<file path="src/sv/u8sv_pkg.sv">
package u8sv_pkg;

    localparam int          NUM_STATES   = 9;
    localparam int          NUM_CLASSES  = 12;
    localparam int          BUF_DEPTH    = 4;
    localparam logic [3:0]  ST_ACCEPT    = 4'd0;
    localparam logic [3:0]  REJECT_STATE = 4'd1;
    localparam logic [7:0]  REPL_BYTE_0  = 8'hFF;
    localparam logic [7:0]  REPL_BYTE_1  = 8'hFD;

    typedef logic [3:0] t_state;
    typedef logic [3:0] t_class;
    typedef logic [2:0] t_count;

    typedef t_state t_trans_row [NUM_CLASSES];

    localparam t_trans_row TRANS_TAB [NUM_STATES] = '{
        '{4'd0, 4'd1, 4'd2, 4'd3, 4'd5, 4'd8, 4'd7, 4'd1, 4'd1, 4'd1, 4'd4, 4'd6},
        '{4'd1, 4'd1, 4'd1, 4'd1, 4'd1, 4'd1, 4'd1, 4'd1, 4'd1, 4'd1, 4'd1, 4'd1},
        '{4'd1, 4'd0, 4'd1, 4'd1, 4'd1, 4'd1, 4'd1, 4'd0, 4'd1, 4'd0, 4'd1, 4'd1},
        '{4'd1, 4'd2, 4'd1, 4'd1, 4'd1, 4'd1, 4'd1, 4'd2, 4'd1, 4'd2, 4'd1, 4'd1},
        '{4'd1, 4'd1, 4'd1, 4'd1, 4'd1, 4'd1, 4'd1, 4'd2, 4'd1, 4'd1, 4'd1, 4'd1},
        '{4'd1, 4'd2, 4'd1, 4'd1, 4'd1, 4'd1, 4'd1, 4'd1, 4'd1, 4'd2, 4'd1, 4'd1},
        '{4'd1, 4'd1, 4'd1, 4'd1, 4'd1, 4'd1, 4'd1, 4'd3, 4'd1, 4'd3, 4'd1, 4'd1},
        '{4'd1, 4'd3, 4'd1, 4'd1, 4'd1, 4'd1, 4'd1, 4'd3, 4'd1, 4'd3, 4'd1, 4'd1},
        '{4'd1, 4'd3, 4'd1, 4'd1, 4'd1, 4'd1, 4'd1, 4'd1, 4'd1, 4'd1, 4'd1, 4'd1}
    };

    function automatic t_class byte_class(input logic [7:0] b);
        t_class c;
        if      (b <  8'h80) c = 4'd0;
        else if (b <  8'h90) c = 4'd1;
        else if (b <  8'hA0) c = 4'd9;
        else if (b <  8'hC0) c = 4'd7;
        else if (b <  8'hC2) c = 4'd8;
        else if (b <  8'hE0) c = 4'd2;
        else if (b == 8'hE0) c = 4'd10;
        else if (b == 8'hED) c = 4'd4;
        else if (b <  8'hF0) c = 4'd3;
        else if (b == 8'hF0) c = 4'd11;
        else if (b <  8'hF4) c = 4'd6;
        else if (b == 8'hF4) c = 4'd5;
        else                 c = 4'd8;
        return c;
    endfunction

    function automatic t_state trans_lookup(input t_state st, input t_class cls);
        t_state n;
        if (st < 4'(NUM_STATES) && cls < 4'(NUM_CLASSES)) begin
            n = TRANS_TAB[st][cls];
        end else begin
            n = REJECT_STATE;
        end
        return n;
    endfunction

endpackage

</file>
<file path="src/sv/utf8_sequence_validator_top.sv">
// UTF-8 sequence validator. One byte is taken per transfer on the input channel,
// one per cycle sustained, and a byte that completes a sequence produces its
// result in the next cycle from the output register. A byte that completes a
// well-formed sequence of 1 to 4 bytes yields that sequence, zero padded, with
// its length; a byte that makes the sequence malformed yields FF FD 00 00 with
// bad_sequence set and the length of the bytes dropped, itself included, and
// decoding restarts at the next byte. Other bytes yield nothing. The byte class
// lookup, the state transition and the buffer update are combinational logic in
// front of the output register; the input side stalls only while a result is
// held and the output side stalls.
module utf8_sequence_validator_top (
    input  logic       i_clk,
    input  logic       i_rst_n,
    input  logic       i_in_valid,
    output logic       o_in_stall,
    input  logic [7:0] i_in_byte,
    output logic       o_out_valid,
    input  logic       i_out_stall,
    output logic [7:0] o_seq_byte_0,
    output logic [7:0] o_seq_byte_1,
    output logic [7:0] o_seq_byte_2,
    output logic [7:0] o_seq_byte_3,
    output logic [2:0] o_seq_length,
    output logic       o_bad_sequence
);
    import u8sv_pkg::*;

    t_state     r_state, n_state;
    logic [7:0] r_buf [BUF_DEPTH];
    logic [7:0] n_buf [BUF_DEPTH];
    t_count     r_count, n_count;

    logic       r_out_valid;
    logic [7:0] r_out_byte [BUF_DEPTH];
    logic [7:0] n_out_byte [BUF_DEPTH];
    t_count     r_out_len;
    logic       r_out_bad, n_out_bad;
    logic       n_emit;

    logic       in_xfer, out_xfer;
    t_state     dfa_next;
    t_count     len;

    assign o_in_stall = r_out_valid & i_out_stall;
    assign in_xfer    = i_in_valid & ~o_in_stall;
    assign out_xfer   = r_out_valid & ~i_out_stall;

    always_comb begin
        dfa_next = trans_lookup(r_state, byte_class(i_in_byte));
        for (int i = 0; i < BUF_DEPTH; i++) begin
            n_buf[i] = (r_count == 3'(i)) ? i_in_byte : r_buf[i];
        end
        len       = (r_count == 3'd7) ? r_count : r_count + 3'd1;
        n_count   = len;
        n_state   = dfa_next;
        n_emit    = 1'b0;
        n_out_bad = 1'b0;
        n_out_byte = n_buf;
        if (dfa_next == ST_ACCEPT) begin
            n_emit = 1'b1;
        end else if (dfa_next == REJECT_STATE) begin
            n_emit        = 1'b1;
            n_out_bad     = 1'b1;
            n_out_byte[0] = REPL_BYTE_0;
            n_out_byte[1] = REPL_BYTE_1;
            n_out_byte[2] = 8'h00;
            n_out_byte[3] = 8'h00;
            n_state       = ST_ACCEPT;
        end
        if (n_emit) begin
            n_count = '0;
            for (int i = 0; i < BUF_DEPTH; i++) begin
                n_buf[i] = 8'h00;
            end
        end
    end

    always_ff @(posedge i_clk) begin
        if (!i_rst_n) begin
            r_state     <= ST_ACCEPT;
            r_count     <= '0;
            r_out_valid <= 1'b0;
            for (int i = 0; i < BUF_DEPTH; i++) begin
                r_buf[i] <= 8'h00;
            end
        end else begin
            if (in_xfer) begin
                r_state <= n_state;
                r_count <= n_count;
                r_buf   <= n_buf;
            end
            if (in_xfer) begin
                r_out_valid <= n_emit;
            end else if (out_xfer) begin
                r_out_valid <= 1'b0;
            end
        end
    end

    always_ff @(posedge i_clk) begin
        if (in_xfer && n_emit) begin
            r_out_byte <= n_out_byte;
            r_out_len  <= len;
            r_out_bad  <= n_out_bad;
        end
    end

    assign o_out_valid    = r_out_valid;
    assign o_seq_byte_0   = r_out_byte[0];
    assign o_seq_byte_1   = r_out_byte[1];
    assign o_seq_byte_2   = r_out_byte[2];
    assign o_seq_byte_3   = r_out_byte[3];
    assign o_seq_length   = r_out_len;
    assign o_bad_sequence = r_out_bad;

endmodule

</file>
<file path="config.mk">
export PLATFORM = sky130hd
export DESIGN_NAME = utf8_sequence_validator_top
export DESIGN_NICKNAME = d
export VERILOG_FILES = /design/src/sv/u8sv_pkg.sv /design/src/sv/utf8_sequence_validator_top.sv
export SDC_FILE = /design/constraint.sdc
export NUM_CORES = 1
export LEC_CHECK = 0
export ABC_AREA = 0
export BUFFER_PORTS_ARGS = -buffer_cell sky130_fd_sc_hd__buf_4
export CORE_ASPECT_RATIO = 0.8
export CORE_MARGIN = 5
export CORE_UTILIZATION = 45
export CTS_BUF_LIST = sky130_fd_sc_hd__clkbuf_2 sky130_fd_sc_hd__clkbuf_4 sky130_fd_sc_hd__clkbuf_8
export DETAILED_ROUTE_END_ITERATION = 8
export PLACE_DENSITY = 0.71
export SLEW_MARGIN = 30
export SYNTH_ARGS = -nofsm -noshare
export SYNTH_HDL_FRONTEND = slang
export SYNTH_SLANG_ARGS = --single-unit
</file>
<file path="constraint.sdc">
create_clock -name i_clk -period 10.2 [get_ports i_clk]
set_input_delay 1.53 -clock i_clk [delete_from_list [all_inputs] [get_ports i_clk]]
set_output_delay 1.53 -clock i_clk [all_outputs]
set_load 0.1 [all_outputs]
</file>
Yosys cells after proc, flatten, opt, wreduce, memory -nomap -nowiden

Memory sizes are Yosys's and may differ from the RTL's.
Cells that the tools add are included.

Input bits: 12
Logic and storage cells: 81
Bits in registers: 76
Memories: 1
Memory bits (read-only): 768
Output and inout bits: 38

Equal/unequal tests: 9
Bitwise logic cells: 7
Order comparisons: 12
Mux-type cells: 33
Reductions and logical operators: 5
$add $sub $neg: 1

Memories:

| memory          | depth | width | read ports | clocked after Yosys merged registers in | write ports | line           | source |
|---|---|---|---|---|---|---|---|
| (no name shown) | 16    | 48    | 1          | 0                                       | 0           | u8sv_pkg.sv:50 | `n = TRANS_TAB[st][cls];` |

Operators by type and width:

| kind                                                | count |
|---|---|
| 2-to-1 mux 32 bit                                   | 3 |
| 2-to-1 mux 48 bit                                   | 2 |
| 2-to-1 mux 4 bit                                    | 17 |
| less-than comparator 8 bit, second input constant   | 8 |
| equality test 8 bit, second input constant          | 4 |
| 2-to-1 mux 8 bit                                    | 4 |
| binary-select mux 4 bit (select 4 bit)              | 1 |
| >= comparator 5 bit, second input constant          | 2 |
| inverter 4 -> 5 bit                                 | 2 |
| less-than comparator 4 bit, second input constant   | 2 |
| equality test 3 x 2 -> 1 bit, second input constant | 2 |
| 2-to-1 mux 3 bit                                    | 2 |
| equality test 4 x 1 -> 1 bit, second input constant | 1 |
| zero test 4 bit                                     | 1 |
| 2-to-1 mux 1 bit                                    | 4 |
| adder 3 x 1 -> 3 bit, second input constant         | 1 |
| AND 1 bit                                           | 3 |
| equality test 3 x 1 -> 1 bit, second input constant | 1 |
| equality test 3 bit, second input constant          | 1 |
| zero test 3 bit                                     | 1 |
| logical AND 1 bit                                   | 2 |
| inverter 1 bit                                      | 2 |
| nonzero test 2 bit                                  | 1 |

Depth between registers and ports, before layout

Depth in word-level cells: 22
Mapped depth: 12
Depth with buffers taken out: 9

Worst setup path before layout

Ideal clock, no wire load.

Kind: input-to-reg
Start: input i_in_byte[4]
End: register r_out_bad (netlist: o_bad_sequence) (enable)
Arrival: 4653 ps
Data required time: 9771 ps
Library setup time: 429 ps
Stages on the path: 7
Buffers on the path: 0
Path slack: 5118 ps
Cell sequence: or4_4 -> o211a_1 -> a21o_1 -> mux2i_1 -> a41oi_1 -> o21ai_2 -> nor2_1

Longest elaborated chain between the ends: 22
Elaborated cells on any way between the ends: 36
Those cells by class: order compare: 9; eq/ne: 5; mux: 18; bitwise: 1; reduce/logical: 3

RTL lines:

| element                                                             | line                               | source |
|---|---|---|
| from (decl)                                                         | utf8_sequence_validator_top.sv:16  | `input logic [7:0] i_in_byte,` |
| branches (longest 12 deep; another with less-than comparator 8 bit) | -                                  |  |
| 2-to-1 mux 4 bit (*)                                                | u8sv_pkg.sv:31                     | `if (b < 8'h80) c = 4'd0;` |
| inverter 4 -> 5 bit (implied by the code)                           | u8sv_pkg.sv:50                     |  |
| binary-select mux 4 bit (select 4 bit)                              | u8sv_pkg.sv:50                     |  |
| 2-to-1 mux 4 bit (implied by the code) (2 in series)                | u8sv_pkg.sv:50                     |  |
| 2-to-1 mux 4 bit (*)                                                | u8sv_pkg.sv:49                     | `if (st < 4'(NUM_STATES) && cls < 4'(NUM_CLASSES)) begin` |
| equality test 4 x 1 -> 1 bit                                        | utf8_sequence_validator_top.sv:61  | `end else if (dfa_next == REJECT_STATE) begin` |
| 2-to-1 mux 1 bit                                                    | utf8_sequence_validator_top.sv:61  |  |
| 2-to-1 mux 1 bit (*)                                                | utf8_sequence_validator_top.sv:59  | `if (dfa_next == ST_ACCEPT) begin` |
| logical AND 1 bit (*)                                               | utf8_sequence_validator_top.sv:101 | `if (in_xfer && n_emit) begin` |
| to (signal assigned)                                                | utf8_sequence_validator_top.sv:104 | `r_out_bad <= n_out_bad;` |
| to (decl)                                                           | utf8_sequence_validator_top.sv:37  | `logic r_out_bad, n_out_bad;` |

Mark *: on every way between the ends. The select of a mux whose other input is x is not followed.
A chain may end at the register's enable or synchronous reset.

==> results.txt <==
Counting the buffers created by CTS gives 9. The cell count after synthesis is 372. The layout filler cell count is 750, and the share of Yosys cell area claimed by the top area cell type is 29.1%. Cell chosen for the clock root: clkbuf_8. Per report_power, the sequential group accounts for 40.7% of the total. In this run the power density over the cells is 204 nW/um^2.

The tool flagged a number of max-cap violations equal to 0. The share of total power dissipated in the clock network is 27.2%. The transition time at the pin with the least slew margin is 0.808 ns, and the final critical path time including I/O delays and setup is 4.51 ns. The number of antenna violations at the first check in global routing came out at 0. Entering global routing, the biggest net connects 37 pins. The detailed router finished its first iteration with 240 violations.

Once placement finished, the instance area stood at 4100 sq um. The synthesized design contains 36 enable-type register cells. The global-route total usage across every layer came out at 18.1%. The flow ran to the end, and the final reports show no timing, DRC or antenna violations.

The run gives 58 as the number of different library cells in the post-synthesis netlist. The worst setup path is captured at a flop. The row count is 29. The source-to-sink clock delay at the later pin of the worst-skew pair was 0.36 ns; the final routed wire length divided by cell count was 17.2 microns. The largest voltage drop on the vdd net is 0.0912 mV, and the first-pass GRT wire length is 14.8 mm. For the max-slew violation total from the final report, the log shows 0. The run gives 7980 sq um as the placeable core region. The Yosys step of the flow raised 0 warnings. The endpoint arrival time on the critical path is 4.70 ns. The worst endpoint required time is 10.40 ns, and the fraction of power spent switching nets is 39.9%. Setup violations remaining at the end of the flow were counted as 0.

After the last flow step, the layout net total stands at 423. TritonCTS built the clock tree. The hold-fix buffer count after cts is 0, and the share of final-layout standard cells stronger than drive strength 1 is 22.8%. Dividing the synthesized area by the synthesized cell count gives 9.99 sq um. Peak fanout along the critical path: 18.

The final route contains 3,013 vias. For this run, the leading register cell type out of synthesis is dfxtp_1. The final clock skew is 0.0107 ns, and the number of cells upsized or downsized after cts is 0. The die is 112 microns wide. After detailed routing, the number of remaining DRC violations is 0. The tree built by TritonCTS fans out to 76 sinks. Class of the tightest hold or removal check: reg2reg. Summed over all instances, the cell type with the most area after synthesis is edfxtp_1. Clock-pin slew on the worst setup and hold paths: 0.08 ns. For this configuration, the core starts out at a cell density of 46.6%.

The critical path in this run is classified as in2reg. The run gives 8.93 mm as the total wire length after detailed routing. The die covers 10,200 sq um. The number of global-route vias before repair was 2,927; the internal power contribution was 533 uW.

The share of the Yosys chip area taken by registers is 50.6%. The run gives 222 MHz as the maximum clock frequency. The share of synthesized registers carrying an async set or reset is 0%.

The run gives 32.0% as the relative contribution of combinational cells to total power. Using the TritonRoute via totals, the vias-per-cell ratio works out to 5.79. The residual overflow from global routing is 0, and the global placer's final weighted congestion is 0.893. The count of buffers inserted at the top-level ports came out at 49. The longest clock path from root to sink contains 2 buffers. The tools report the number of nets produced by synthesis as 388. The die is 91.3 microns tall. The tightest slew margin relative to the limit is 46.0%, and the count of state elements after synthesis is 76.

Setup repair after global routing left no endpoint under its margin. Final core utilization: 54.4%. The worst setup path is launched from a primary input. The sequential cells in the finished layout cover a total of 1880 sq um. The run gives 6.18 mm as the sum of net half-perimeters after detailed placement. For the final routed database, the setup TNS stands at 0 ns. For the static leakage, the log shows 1.53 nW. The logs give 0 for the diode insertion count for antenna repair and 1690 sq um for the area occupied by multi-input gates. The run gives 50 as the number of top-level pins. The post-synthesis instance area is 3720 sq um.

The run gives 4 as the first-pass iteration count of the detailed router. In this run the post-CTS setup repair buffer count came out at 0. The worst path uses 44.2% of the clock period. The number of nets with antenna violations after routing came out at 0. By area the synthesized netlist is led by edfxtp_1, dfxtp_1, nand2_1. The logs give 0 for the number of hold violations in the final report and 354 uW for the net switching power figure. With fillers left out, the area of the finished cells amounts to 4340 sq um. The H-tree generated during clock tree synthesis spans 3 levels.

The area added between synthesis and finish was 16.8%.
[synthesized netlist by cell type (all sizes together), types with 6 or more instances]
cell type	instances
nand2	92
dfxtp	40
edfxtp	36
o2bb2ai	34
a21oi	25
nand3	19
buf	14
clkbuf	12
o21ai	10
nor2	8
nor2b	8
inv	6
o211ai	6
[cells in the final DEF, fill, tap and decap left out, types with 4 or more instances in the layout]
cell type and n:
o221ai_4 4, nand2b_1 4, dfxtp_1 40, clkbuf_8 10, o21ai_0 5, ha_1 4, nand2_1 92, inv_1 6
nand3_1 19, nor2_1 7, o211ai_1 6, nor2b_1 6, a21oi_2 11, o2bb2ai_1 34, edfxtp_1 36, buf_4 49
a21oi_1 13
[kinds of logic (layout without fill, tap and decap cells)]
kind of cell | count (synthesis) | in the layout | share of synthesized area [%]
xor gates and xnor gates | 4 | 4 | 0.943
DFF | 76 | 76 | 50.6
muxes | 3 | 3 | 0.808
buffers and inverters | 33 | 73 | 4.24
adders and majority gates | 5 | 5 | 1.62
AOI/OAI and AO/OA | 97 | 97 | 22.6
and+or+nand+nor | 154 | 154 | 19.2
[path summary, 6_finish.rpt]
check                                              from                   endpoint  slack, ns  cells past startpoint
worst min register to register    r_buf[1]$_SDFFE_PN0P_      r_buf[1]$_SDFFE_PN0P_       0.47                      1
worst max register to register  r_state[0]$_SDFFE_PN0P_  o_seq_byte_3[4]$_DFFE_PP_       6.87                      9
worst min-delay path              r_buf[1]$_SDFFE_PN0P_      r_buf[1]$_SDFFE_PN0P_       0.47                      1
worst max-delay path                       i_in_byte[4]  o_seq_byte_3[4]$_DFFE_PP_       5.69                     10
[flip-flops by register name, summed over array words and instances (netlist names)]
name / cells
r_state: 4
o_out_valid: 1
o_seq_byte_3: 8
o_seq_byte_1: 8
o_seq_byte_2: 8
o_bad_sequence: 1
o_seq_byte_0: 8
o_seq_length: 3
r_buf: 32
r_count: 3
[layout make-up]
cell class                 count  area share [%]
sequential                    76            43.3
timing repair buffer          50            9.11
multi-input combinational    263            38.9
tap                          108            3.11
clock inverter                 6            1.61
clock buffer                  10            3.17
inverter                       7           0.720
[critical path, cell delays in order]
cell and delay [ns]:
buf_4 0.16, or4_4 0.59, o211a_1 0.25, a21o_1 0.20, mux2i_1 0.17, a41oi_1 0.22, o21ai_2 0.43, or3_1 0.59
clkinv_4 0.32, a21oi_1 0.23
[stage by stage]
stage | instances | setup WS [ns] | hold slack, ns | power, mW
detailed placement | 503 | 5.38 | 0.448 | 0.649
global route | 520 | 5.53 | 0.484 | 0.924
CTS | 519 | 5.75 | 0.470 | 0.885
global placement | 503 | 5.54 | 0.445 | 0.646
finish | 520 | 5.69 | 0.470 | 0.887
floorplan | 372 | 5.12 | 0.432 | 0.596
[metal layers]
| metal | GRT usage, % | vias up | share of wire [%] |
|---|---|---|---|
| met1 | 23.8 | 1457 | 44 |
| li1 | - | 1428 | - |
| met4 | 6.28 | 0 | 2.7 |
| met5 | 0 | - | 0 |
| met3 | 4.65 | 21 | 6.4 |
| met2 | 29.3 | 107 | 47 |
[power by group through the flow]
stage                     registers (mW)  clock network, mW  logic, mW
after floorplan                    0.493                  0      0.103
after global placement             0.368                  0      0.278
final                              0.361              0.242      0.284
after detailed placement           0.369                  0      0.280
after CTS                          0.362              0.242      0.280
after global routing               0.364              0.261      0.300
(Power assumes the default switching activity.)
